File: src/sv/mpq_pkg.sv
package mpq_pkg;

	localparam int HEAP_DEPTH_DEF = 64;

	typedef logic signed [31:0] key_t;

	// operation kinds
	localparam logic [1:0] OP_INSERT   = 2'd0;
	localparam logic [1:0] OP_EXTRACT  = 2'd1;
	localparam logic [1:0] OP_PEEK     = 2'd2;
	localparam logic [1:0] OP_INCREASE = 2'd3;

	// result status codes
	localparam logic [1:0] ST_OK      = 2'd0;
	localparam logic [1:0] ST_EMPTY   = 2'd1;
	localparam logic [1:0] ST_FULL    = 2'd2;
	localparam logic [1:0] ST_IGNORED = 2'd3;

endpackage

File: src/sv/mpq_store.sv
// Heap key store: one write port, two read ports, registered read data.
module mpq_store #(
	parameter int HEAP_DEPTH = mpq_pkg::HEAP_DEPTH_DEF,
	localparam int AW = (HEAP_DEPTH > 1) ? $clog2(HEAP_DEPTH) : 1
) (
	input  logic          clk,
	input  logic          we,
	input  logic [AW-1:0] waddr,
	input  mpq_pkg::key_t wdata,
	input  logic [AW-1:0] raddr_a,
	input  logic [AW-1:0] raddr_b,
	output mpq_pkg::key_t rdata_a,
	output mpq_pkg::key_t rdata_b
);

	mpq_pkg::key_t mem [HEAP_DEPTH];
	mpq_pkg::key_t rdata_a_q;
	mpq_pkg::key_t rdata_b_q;

	always_ff @(posedge clk) begin
		if (we) begin
			mem[waddr] <= wdata;
		end
		rdata_a_q <= mem[raddr_a];
		rdata_b_q <= mem[raddr_b];
	end

	assign rdata_a = rdata_a_q;
	assign rdata_b = rdata_b_q;

endmodule

File: src/sv/max_priority_queue_core.sv
// Binary max-heap priority queue of signed 32-bit keys. Each input beat carries one
// operation (insert, extract maximum, peek maximum, increase the key at a 1-based heap
// position) and yields exactly one output beat with the key (extract/peek, else zero),
// a status (ok, empty, full, ignored) and the number of keys held afterwards. Keys live
// in a synchronous two-read, one-write store with registered read data; a small
// sequencer walks the heap one level at a time (read, then compare and write back),
// carrying the moving key in a register so each level costs a single write. The key
// moves at most log2(HEAP_DEPTH) levels for insert and increase and one less for
// extract. One operation is in flight at a time; the result sits in an output
// register, so the next operation is taken while the previous result waits to be
// collected. The store needs no clearing after reset: only slots 1..entry_count are
// ever read.
module max_priority_queue_core #(
	parameter int HEAP_DEPTH = mpq_pkg::HEAP_DEPTH_DEF,
	localparam int CW = $clog2(HEAP_DEPTH + 1),
	localparam int AW = (HEAP_DEPTH > 1) ? $clog2(HEAP_DEPTH) : 1
) (
	input  logic          clk,
	input  logic          arst_n,
	input  logic          in_valid,
	output logic          in_ready,
	input  logic [1:0]    kind,
	input  mpq_pkg::key_t key_value,
	input  logic [CW-1:0] heap_position,
	output logic          out_valid,
	input  logic          out_ready,
	output mpq_pkg::key_t result_value,
	output logic [1:0]    status,
	output logic [CW-1:0] entry_count
);

	// sequencer states
	localparam logic [3:0] S_IDLE  = 4'd0;
	localparam logic [3:0] S_EXRD  = 4'd1;  // root and last key arriving
	localparam logic [3:0] S_PKRD  = 4'd2;  // root arriving
	localparam logic [3:0] S_INRD  = 4'd3;  // key at position arriving
	localparam logic [3:0] S_UPRD  = 4'd4;  // issue parent read
	localparam logic [3:0] S_UPCMP = 4'd5;
	localparam logic [3:0] S_DNRD  = 4'd6;  // issue child reads
	localparam logic [3:0] S_DNCMP = 4'd7;
	localparam logic [3:0] S_FIN   = 4'd8;  // hand result to output register

	logic [3:0]    state_q, state_d;
	logic [CW-1:0] count_q, count_d;
	logic [CW-1:0] pos_q, pos_d;       // slot of the hole being moved
	mpq_pkg::key_t val_q, val_d;       // key that travels with the hole
	mpq_pkg::key_t key_q;              // key of the accepted beat
	mpq_pkg::key_t res_q, res_d;
	logic [1:0]    st_q, st_d;

	logic          out_valid_q;
	mpq_pkg::key_t out_val_q;
	logic [1:0]    out_st_q;
	logic [CW-1:0] out_cnt_q;

	// store ports
	logic          we;
	logic [AW-1:0] waddr;
	mpq_pkg::key_t wdata;
	logic [AW-1:0] raddr_a, raddr_b;
	mpq_pkg::key_t rdata_a, rdata_b;

	logic          in_fire;
	logic          full;
	logic [CW:0]   lft_slot, rgt_slot, top_slot;
	logic          lft_ok, rgt_ok;
	mpq_pkg::key_t top_val;
	logic [CW-1:0] parent;

	mpq_store #(
		.HEAP_DEPTH(HEAP_DEPTH)
	) u_store (
		.clk     (clk),
		.we      (we),
		.waddr   (waddr),
		.wdata   (wdata),
		.raddr_a (raddr_a),
		.raddr_b (raddr_b),
		.rdata_a (rdata_a),
		.rdata_b (rdata_b)
	);

	assign in_ready = (state_q == S_IDLE);
	assign in_fire  = in_valid && in_ready;
	assign full     = (count_q == CW'(HEAP_DEPTH));
	assign parent   = pos_q >> 1;

	// children of the current hole; a child past the count does not exist
	assign lft_slot = {pos_q, 1'b0};
	assign rgt_slot = {pos_q, 1'b1};
	assign lft_ok   = (lft_slot <= {1'b0, count_q});
	assign rgt_ok   = (rgt_slot <= {1'b0, count_q});

	// larger child wins; right only if strictly above left (and above the key)
	always_comb begin
		top_slot = {1'b0, pos_q};
		top_val  = val_q;
		if (lft_ok && (rdata_a > top_val)) begin
			top_slot = lft_slot;
			top_val  = rdata_a;
		end
		if (rgt_ok && (rdata_b > top_val)) begin
			top_slot = rgt_slot;
			top_val  = rdata_b;
		end
	end

	// read addresses (slot s sits at index s-1)
	always_comb begin
		raddr_a = '0;
		raddr_b = '0;
		case (state_q)
			S_IDLE: begin
				if (kind == mpq_pkg::OP_INCREASE) begin
					raddr_a = AW'(heap_position - 1'b1);
				end
				raddr_b = AW'(count_q - 1'b1);
			end
			S_UPRD: begin
				raddr_a = AW'(parent - 1'b1);
			end
			S_DNRD: begin
				if (lft_ok) begin
					raddr_a = AW'(lft_slot - 1'b1);
				end
				if (rgt_ok) begin
					raddr_b = AW'(lft_slot);
				end
			end
			default: begin
			end
		endcase
	end

	always_comb begin
		state_d = state_q;
		count_d = count_q;
		pos_d   = pos_q;
		val_d   = val_q;
		res_d   = res_q;
		st_d    = st_q;
		we      = 1'b0;
		waddr   = AW'(pos_q - 1'b1);
		wdata   = val_q;
		case (state_q)
			S_IDLE: begin
				if (in_fire) begin
					res_d = '0;
					st_d  = mpq_pkg::ST_OK;
					case (kind)
						mpq_pkg::OP_INSERT: begin
							if (full) begin
								st_d    = mpq_pkg::ST_FULL;
								state_d = S_FIN;
							end else begin
								count_d = count_q + 1'b1;
								pos_d   = count_q + 1'b1;
								val_d   = key_value;
								state_d = S_UPRD;
							end
						end
						mpq_pkg::OP_EXTRACT: begin
							if (count_q == '0) begin
								st_d    = mpq_pkg::ST_EMPTY;
								state_d = S_FIN;
							end else begin
								state_d = S_EXRD;
							end
						end
						mpq_pkg::OP_PEEK: begin
							if (count_q == '0) begin
								st_d    = mpq_pkg::ST_EMPTY;
								state_d = S_FIN;
							end else begin
								state_d = S_PKRD;
							end
						end
						default: begin
							if ((heap_position == '0) || (heap_position > count_q)) begin
								st_d    = mpq_pkg::ST_IGNORED;
								state_d = S_FIN;
							end else begin
								pos_d   = heap_position;
								state_d = S_INRD;
							end
						end
					endcase
				end
			end
			S_EXRD: begin
				// last key drops into the root hole, then sifts down
				res_d   = rdata_a;
				val_d   = rdata_b;
				count_d = count_q - 1'b1;
				pos_d   = CW'(1);
				state_d = S_DNRD;
			end
			S_PKRD: begin
				res_d   = rdata_a;
				state_d = S_FIN;
			end
			S_INRD: begin
				if (key_q < rdata_a) begin
					st_d    = mpq_pkg::ST_IGNORED;
					state_d = S_FIN;
				end else begin
					val_d   = key_q;
					state_d = S_UPRD;
				end
			end
			S_UPRD: begin
				if (pos_q == CW'(1)) begin
					we      = 1'b1;
					state_d = S_FIN;
				end else begin
					state_d = S_UPCMP;
				end
			end
			S_UPCMP: begin
				we = 1'b1;
				if (rdata_a < val_q) begin
					wdata   = rdata_a;
					pos_d   = parent;
					state_d = S_UPRD;
				end else begin
					state_d = S_FIN;
				end
			end
			S_DNRD: begin
				state_d = S_DNCMP;
			end
			S_DNCMP: begin
				we = 1'b1;
				if (top_slot == {1'b0, pos_q}) begin
					state_d = S_FIN;
				end else begin
					wdata   = top_val;
					pos_d   = top_slot[CW-1:0];
					state_d = S_DNRD;
				end
			end
			S_FIN: begin
				if (!out_valid_q || out_ready) begin
					state_d = S_IDLE;
				end
			end
			default: begin
				state_d = S_IDLE;
			end
		endcase
	end

	always_ff @(posedge clk or negedge arst_n) begin
		if (!arst_n) begin
			state_q     <= S_IDLE;
			count_q     <= '0;
			out_valid_q <= 1'b0;
		end else begin
			state_q <= state_d;
			count_q <= count_d;
			if ((state_q == S_FIN) && !out_valid_q) begin
				out_valid_q <= 1'b1;
			end else if (out_ready && !(state_q == S_FIN)) begin
				out_valid_q <= 1'b0;
			end
		end
	end

	// working and output payload
	always_ff @(posedge clk) begin
		pos_q <= pos_d;
		val_q <= val_d;
		res_q <= res_d;
		st_q  <= st_d;
		if (in_fire) begin
			key_q <= key_value;
		end
		if ((state_q == S_FIN) && (!out_valid_q || out_ready)) begin
			out_val_q <= res_q;
			out_st_q  <= st_q;
			out_cnt_q <= count_q;
		end
	end

	assign out_valid    = out_valid_q;
	assign result_value = out_val_q;
	assign status       = out_st_q;
	assign entry_count  = out_cnt_q;

	a_count_bound: assert property (@(posedge clk) disable iff (!arst_n)
		count_q <= CW'(HEAP_DEPTH))
		else $error("held count above depth");

	a_zero_unless_ok: assert property (@(posedge clk) disable iff (!arst_n)
		(out_valid && (status != mpq_pkg::ST_OK)) |-> (result_value == '0))
		else $error("nonzero result with failing status");

	a_insert_count: assert property (@(posedge clk) disable iff (!arst_n)
		(in_fire && (kind == mpq_pkg::OP_INSERT) && !full)
		|=> (count_q == $past(count_q) + 1'b1))
		else $error("insert did not grow the count");

	a_extract_count: assert property (@(posedge clk) disable iff (!arst_n)
		(in_fire && (kind == mpq_pkg::OP_EXTRACT) && (count_q != '0))
		|=> ##1 (count_q == $past(count_q, 2) - 1'b1))
		else $error("extract did not shrink the count");

	a_write_in_walk: assert property (@(posedge clk) disable iff (!arst_n)
		we |-> ((state_q == S_UPRD) || (state_q == S_UPCMP) || (state_q == S_DNCMP)))
		else $error("store write outside a sift step");

endmodule

File: config.mk
export PLATFORM = sky130hd
export DESIGN_NAME = max_priority_queue_core
export DESIGN_NICKNAME = d
export VERILOG_FILES = /design/src/sv/mpq_pkg.sv /design/src/sv/mpq_store.sv /design/src/sv/max_priority_queue_core.sv
export SDC_FILE = /design/constraint.sdc
export NUM_CORES = 2
export LEC_CHECK = 0
export BUFFER_PORTS_ARGS = -buffer_cell sky130_fd_sc_hd__buf_4
export CELL_PAD_IN_SITES_DETAIL_PLACEMENT = 1
export CELL_PAD_IN_SITES_GLOBAL_PLACEMENT = 1
export CORE_MARGIN = 4
export CORE_UTILIZATION = 50
export DETAILED_ROUTE_END_ITERATION = 16
export GPL_TIMING_DRIVEN = 0
export PLACE_DENSITY = 0.76
export SLEW_MARGIN = 20
export SYNTH_ARGS = -nofsm -noshare
export SYNTH_HDL_FRONTEND = slang
export SYNTH_SLANG_ARGS = --single-unit
File: constraint.sdc
create_clock -name clk -period 20.6 [get_ports clk]
set_input_delay 1.03 -clock clk [delete_from_list [all_inputs] [get_ports clk]]
set_output_delay 1.03 -clock clk [all_outputs]
set_load 0.01 [all_outputs]
---- After elaboration in Yosys (flattened, before gate mapping) ----
Memories as Yosys holds them, arrays and structs flattened. A register that Yosys moved wholly into a read port is not among the register bits.
Index checks and enable logic that the tools add are counted.
storage, ports and cells
  bits in registers ....................... 158
  memory bits (writable) .................. 2,048
  output and inout bits ................... 43
  memories kept ........................... 1
cells by class
  $add $sub $neg .......................... 6
  order comparisons ....................... 7
  eq/ne operators ......................... 25
  mux-type cells .......................... 54
  reductions and logical operators ........ 29
memory list
  memory       words  bits a word  read ports  clocked after memory_dff  write ports  line             text
  u_store.mem  64     32           2           2                         1            mpq_store.sv:16  mpq_pkg::key_t mem [HEAP_DEPTH];
operators with widths
  cell                                                                   number
  32-bit 2-to-1 mux                                                      9
  32-bit one-hot mux with 2 select lines                                 2
  32-bit one-hot mux with 3 select lines                                 1
  32-bit greater-than comparator                                         2
  32-bit < comparator                                                    2
  7-bit 2-to-1 mux                                                       7
  4-bit 2-to-1 mux                                                       10
  4-bit one-hot mux with 9 select lines                                  1
  7-bit one-hot mux with 2 select lines                                  2
  7-bit one-hot mux with 4 select lines                                  1
  6-bit by 1-bit subtractor with 6-bit output, second input constant     4
  6-bit 2-to-1 mux                                                       3
  6-bit one-hot mux with 3 select lines                                  1
  4-bit by 3-bit equality test with 1-bit output, second input constant  4
  8-bit by 7-bit <= comparator with 1-bit output                         2
  8-bit 2-to-1 mux                                                       2
  7-bit logical NOT                                                      2
  2-bit != test, second input constant                                   6
  4-bit one-hot mux with 3 select lines                                  1
  6-bit one-hot mux with 2 select lines                                  1
  4-bit by 2-bit equality test with 1-bit output, second input constant  2
  8-bit by 7-bit equality test with 1-bit output                         1
  2-bit 2-to-1 mux                                                       4
  2-bit one-hot mux with 2 select lines                                  2
  28 further kinds                                                       49

---- Depth between registers and ports, before layout ----
  depth after elaboration ................. 9
  mapped depth ............................ 24

---- Hierarchy ----
Synthesis repeated with hierarchy kept, for this count alone.
second synthesis, totals
  cell total of the unflattened synthesis .. 5,433
  area, all modules ....................... 106,455.8 sq um
by module, submodules not included
  module                   times used  cells an instance  area an instance (sq um)  seq. area each (sq um)
  mpq_store                1           4,409              95,715.5                  62,780.2
  max_priority_queue_core  1           1,024              10,740.3                  4,684.5

---- Worst setup path before layout ----
No wires, ideal clock.
  path kind ............................... register to register
  from .................................... reg val_q[23]
  to ...................................... mem u_store.mem[0][31] (netlist name), data pin
  setup time .............................. 1,008 ps
  data arrival time ....................... 8,282 ps
  data required time ...................... 19,592 ps
  slack ................................... 11,310 ps
  stages on the path, launching flop included .. 21
  buffers on the path ..................... 2
  path through ............................ edfxtp_1 inv_1 ha_1 nand4_1 or4_1 or3_1 o31ai_1 nor2_1 nand2b_1 buf_2 buf_2 mux2i_1 ha_1 a21o_1 a221o_1 a22oi_1 o211ai_1 a21oi_1 mux2_2 nand2_1 o311ai_0
on the way
  longest elaborated chain between the ends .. 9
  elaborated cells on any way between the ends .. 13
ends and longest elaborated chain
  item                                            line                            text
  start, declared                                 max_priority_queue_core.sv:46   mpq_pkg::key_t val_q, val_d;
  start signal, assigned                          max_priority_queue_core.sv:272  val_q <= val_d;
  32-bit greater-than comparator                  max_priority_queue_core.sv:98   if (lft_ok && (rdata_a > top_val)) begin
  1-bit logical AND                               max_priority_queue_core.sv:98
  32-bit 2-to-1 mux                               max_priority_queue_core.sv:98
  32-bit greater-than comparator                  max_priority_queue_core.sv:102  if (rgt_ok && (rdata_b > top_val)) begin
  1-bit logical AND                               max_priority_queue_core.sv:102
  8-bit 2-to-1 mux                                max_priority_queue_core.sv:102
  8-bit by 7-bit equality test with 1-bit output  max_priority_queue_core.sv:234  if (top_slot == {1'b0, pos_q}) begin
  32-bit 2-to-1 mux                               max_priority_queue_core.sv:234
  32-bit one-hot mux with 2 select lines (*)      max_priority_queue_core.sv:145  case (state_q)
  named net u_store.wdata[31]                     mpq_store.sv:9                  input mpq_pkg::key_t wdata,
  end, declared                                   mpq_store.sv:16
The timed path passes the listed nets; every way through them passes the cells marked *.

---- Final worst setup path ----
  from .................................... reg count_q[6]
  to ...................................... mem u_store.mem[40][19] (netlist name), data pin
on the way
  longest elaborated chain between the ends .. 9
  elaborated cells on any way between the ends .. 12
ends and longest elaborated chain
  item                                            line                            text
  start, declared                                 max_priority_queue_core.sv:44   logic [CW-1:0] count_q, count_d;
  start signal, assigned                          max_priority_queue_core.sv:260  count_q <= count_d;
  8-bit by 7-bit <= comparator with 1-bit output  max_priority_queue_core.sv:91   assign lft_ok = (lft_slot <= {1'b0, count_q});
  1-bit logical AND                               max_priority_queue_core.sv:98
  32-bit 2-to-1 mux                               max_priority_queue_core.sv:98
  32-bit greater-than comparator                  max_priority_queue_core.sv:102
  1-bit logical AND                               max_priority_queue_core.sv:102
  8-bit 2-to-1 mux                                max_priority_queue_core.sv:102
  8-bit by 7-bit equality test with 1-bit output  max_priority_queue_core.sv:234
  32-bit 2-to-1 mux (*)                           max_priority_queue_core.sv:234
  32-bit one-hot mux with 2 select lines (*)      max_priority_queue_core.sv:145
  named net u_store.wdata[19]                     mpq_store.sv:9
Marked as above.

==> impl_metrics.csv <==
group,metric,value,unit
sta,final.period_utilization,41.0,%
route,via_per_inst,7.39,
global_routing,antenna_found_initial,70,
cells_and_area,multi_input_area,37500,µm²
sta,layout_min_cycle_time,8450,ps
cells_and_area,drive_above_1_share,23.3,%
clock_network,cts_buffers,235,
floorplanning,row_count,169,
placed_design,gp_congestion,1.14,
route,drc,0,
global_routing,grt_pass1_wl,613,mm
sta,relSlewSlack,5.00,%
floorplanning,dieArea,220000,µm²
yosys,syn-cell-area,106000,µm²
clock_network,cts_tree,"done",
floorplanning,die_w,470,µm
route,first_iter_violations,14000,
pwr,internal_power,0.0116,W
yosys,ys_types,77,
pwr,comb_power_share,52.1,%
global_routing,grt_max_degree,65,
worst_setup_path,critical_path_class,"flip-flop to flip-flop",
sta,setup_tns,0,ps
job,maxCapViolCount,0,
placed_design,place_ws,12260,ps
route,wl_per_cell,44.4,µm
global_routing,grt-ovfl-total,0,
worst_setup_path,rr_endpoint,"u_store.mem[40][19]",
clock_network,cts_setup_buffers,0,
clock_network,clock-root-buffer,"clkbuf_16",
placed_design,portBuffers,87,
clock_network,clk_latency,920,ps
outcome,status,"finished, final reports clean",
sta,skew,49.7,ps
floorplanning,io_pins,88,
pwr,leakage,39.1,nW
placed_design,place_hpwl,331,mm
floorplanning,die_h,470,µm
cells_and_area,syn_to_final_growth,14.8,%
floorplanning,start_util,50.3,%
yosys,ys_ff_latch,2270,
yosys,synthesis.nets,6732,
pwr,netSwitchingFraction,46.2,%
cells_and_area,fillers,19200,
sta,hold_viol_final,0,
yosys,synth_seq_area_share,63.4,%
floorplanning,core_area,212000,µm²
cells_and_area,regArea,67500,µm²
sta,setup_ws,12150,ps
route,antenna_left,0,
worst_hold_path,hold_end,"key_q[10]",
cells_and_area,final_area,122000,µm²
sta,rsz0062_at_grt,"false",
worst_setup_path,endpoint_kind,"flip-flop",
worst_setup_path,regToRegStartpoint,"count_q[6]",
yosys,synth_edf_count,2194,
sta,tightestPinTransition,1420,ps
worst_hold_path,hold_depth,1,
yosys,async_flop_share,0.529,%
worst_setup_path,required,21280,ps
worst_setup_path,startpoint,"count_q[6]",
worst_setup_path,crit_arrival,9130,ps
pwr,vdd_ir_drop_max,0.108,mV
global_routing,grtUsageTotal,40.0,%
placed_design,place_area,115000,µm²
pwr,seq_power_share,28.2,%
clock_network,cts-htree-levels,4,
route,drt_wl_total,449,mm
clock_network,cts.repair.resized,0,
route,first_pass_iters,6,
pwr,powerDensity,176,nW/µm²
sta,fmax,0.118,GHz
clock_network,clk_path_buf_depth,3,
clock_network,cts_sinks,2270,
worst_setup_path,r2r_slack,12150,ps
worst_hold_path,hold_path.class,"input port to flip-flop",
worst_setup_path,crit_path_max_fanout,33,
yosys,synthFlopType,"edfxtp_1",
yosys,post_synth.cell_area_avg,16.2,µm²
cells_and_area,nets,7204,
clock_network,clk_pin_slew,60,ps
yosys,ys.warnings.count,0,
worst_hold_path,hp-start,"key_value[10]",
pwr,pwr-share-clk,19.6,%
pwr,p_sw,0.00994,W
yosys,syn_inst,6564,
global_routing,grt_pass1_vias,74400,
worst_setup_path,worst_setup_path_start_kind,"flip-flop",
sta,slew_violations,0,
sta,setup_viol,0,
route,num_vias,74900,
worst_setup_path,r2r_cells,24,
-- power by group through the flow --
stage	logic (W)	registers, W	clock network (W)
after floorplan	0.00536	0.00611	0
after global placement	0.00985	0.00626	0
after detailed placement	0.0105	0.00616	0
after CTS	0.0105	0.00607	0.00421
after global routing	0.0112	0.00609	0.00442
final	0.0112	0.00608	0.00423
-- cells in the final DEF, fill, tap and decap left out, drive strengths merged, types with 21 or more instances in the layout --
| cell | netlist | layout |
|---|---|---|
| clkinv | 1 | 90 |
| clkbuf | 290 | 594 |
| a21o | 30 | 30 |
| buf | 221 | 455 |
| mux2i | 321 | 321 |
| o21ai | 53 | 53 |
| a211oi | 40 | 40 |
| ha | 123 | 123 |
| a221oi | 96 | 96 |
| xnor2 | 21 | 21 |
| and3 | 35 | 35 |
| edfxtp | 2194 | 2194 |
| nand3 | 180 | 180 |
| a22oi | 354 | 354 |
| a221o | 32 | 32 |
| a32oi | 95 | 95 |
| nor4 | 33 | 33 |
| nor2 | 178 | 178 |
| nand2 | 678 | 678 |
| a21oi | 430 | 430 |
| a32o | 35 | 35 |
| inv | 85 | 95 |
| dfxtp | 64 | 64 |
| mux4 | 776 | 776 |
| a2111o | 31 | 31 |
| diode | 0 | 75 |
-- cell usage after synthesis (95+ instances only) --
| cell type | n | area share (%) |
|---|---|---|
| a21oi_1 | 430 | 2.0 |
| a221oi_1 | 96 | 0.79 |
| a22oi_1 | 354 | 2.5 |
| a32oi_1 | 95 | 0.78 |
| buf_2 | 129 | 0.61 |
| clkbuf_1 | 290 | 1.0 |
| edfxtp_1 | 2194 | 62 |
| ha_1 | 123 | 1.4 |
| mux2i_1 | 321 | 3.0 |
| mux4_2 | 776 | 16 |
| nand2_1 | 677 | 2.4 |
| nand3_1 | 180 | 0.85 |
| nor2_1 | 178 | 0.63 |
-- cell families (layout without fill, tap and decap cells) --
family	after synthesis	after routing	share of synthesized area [%]
buffers and inverters	597	1264	2.47
flip-flops	2270	2270	63.4
other	0	75	0
AND/OR/NAND/NOR	1191	1191	4.81
AO/OA/AOI/OAI	1254	1254	8.23
multiplexers	1098	1098	19.4
XOR/XNOR	31	31	0.255
adder cells (fa/ha/maj)	123	123	1.45
-- registers in the layout, summed over array words and instances (netlist names), 32 cells and up --
name	flops
u_store.mem	2048
u_store.rdata_b	32
val_q	32
key_q	32
u_store.rdata_a	32
res_q	32
result_value	32
-- metrics by stage --
step / cells / utilization (%) / hold slack (ps) / total power (W)
after detailed placement: 9613 / 54.1 / 405 / 0.0166
after global placement: 9472 / 52.2 / 403 / 0.0161
after CTS: 10000 / 57.6 / 259 / 0.0208
after floorplan: 6564 / - / 400 / 0.0115
final: 10100 / 57.7 / 321 / 0.0215
after global routing: 10100 / 57.7 / 299 / 0.0218
-- timing repair --
action	CTS	global route
setup endpoints to repair	0	0
endpoints found under the hold margin	12	0
hold buffers	1	0
-- layout make-up --
| type | count | area share (%) |
|---|---|---|
| Clock inverter | 128 | 0.936 |
| Timing Repair Buffer | 235 | 2.91 |
| Tap cell | 2821 | 2.89 |
| Sequential cell | 2270 | 55.2 |
| Buffer | 511 | 1.90 |
| Antenna cell | 75 | 0.154 |
| Multi-Input combinational cell | 3697 | 30.7 |
| Inverter | 86 | 0.268 |
| Clock buffer | 304 | 5.11 |
-- worst max-delay path by stage --
stage	endpoint	slack (ps)	cells after the start
after CTS	u_store.mem[43][19]	12200	24
after detailed placement	u_store.mem[45][19]	12260	24
after floorplan	u_store.mem[0][31]	11310	20
after global placement	u_store.mem[41][31]	5150	21
after global routing	u_store.mem[40][19]	11890	24
final	u_store.mem[40][19]	12150	24
-- per-layer routing --
metal	routed length, µm	vias to the layer above	GRT usage (%)
met4	31700	30	23.0
met3	71300	1110	16.7
met5	195	-	0
met1	153000	39000	51.3
met2	193000	6541	57.5
li1	-	28200	-
-- worst max-delay path: stages (launching register included) --
cell and delay [ps]:
dfrtp_1 340, clkbuf_1 300, inv_1 210, ha_1 370
a211oi_1 380, nand2_1 150, o2bb2ai_1 730, o31ai_1 200
nor2_1 180, nand2b_1 70, buf_2 190, buf_2 270
mux2i_1 190, ha_1 320, nand4_1 170, nor4_1 490
and4_1 360, nand3_1 190, nand3b_1 140, mux2_2 230
nand2_1 140, a21oi_1 770, clkbuf_1 820, a221o_4 670
buf_12 320
(Power assumes the default switching activity.)
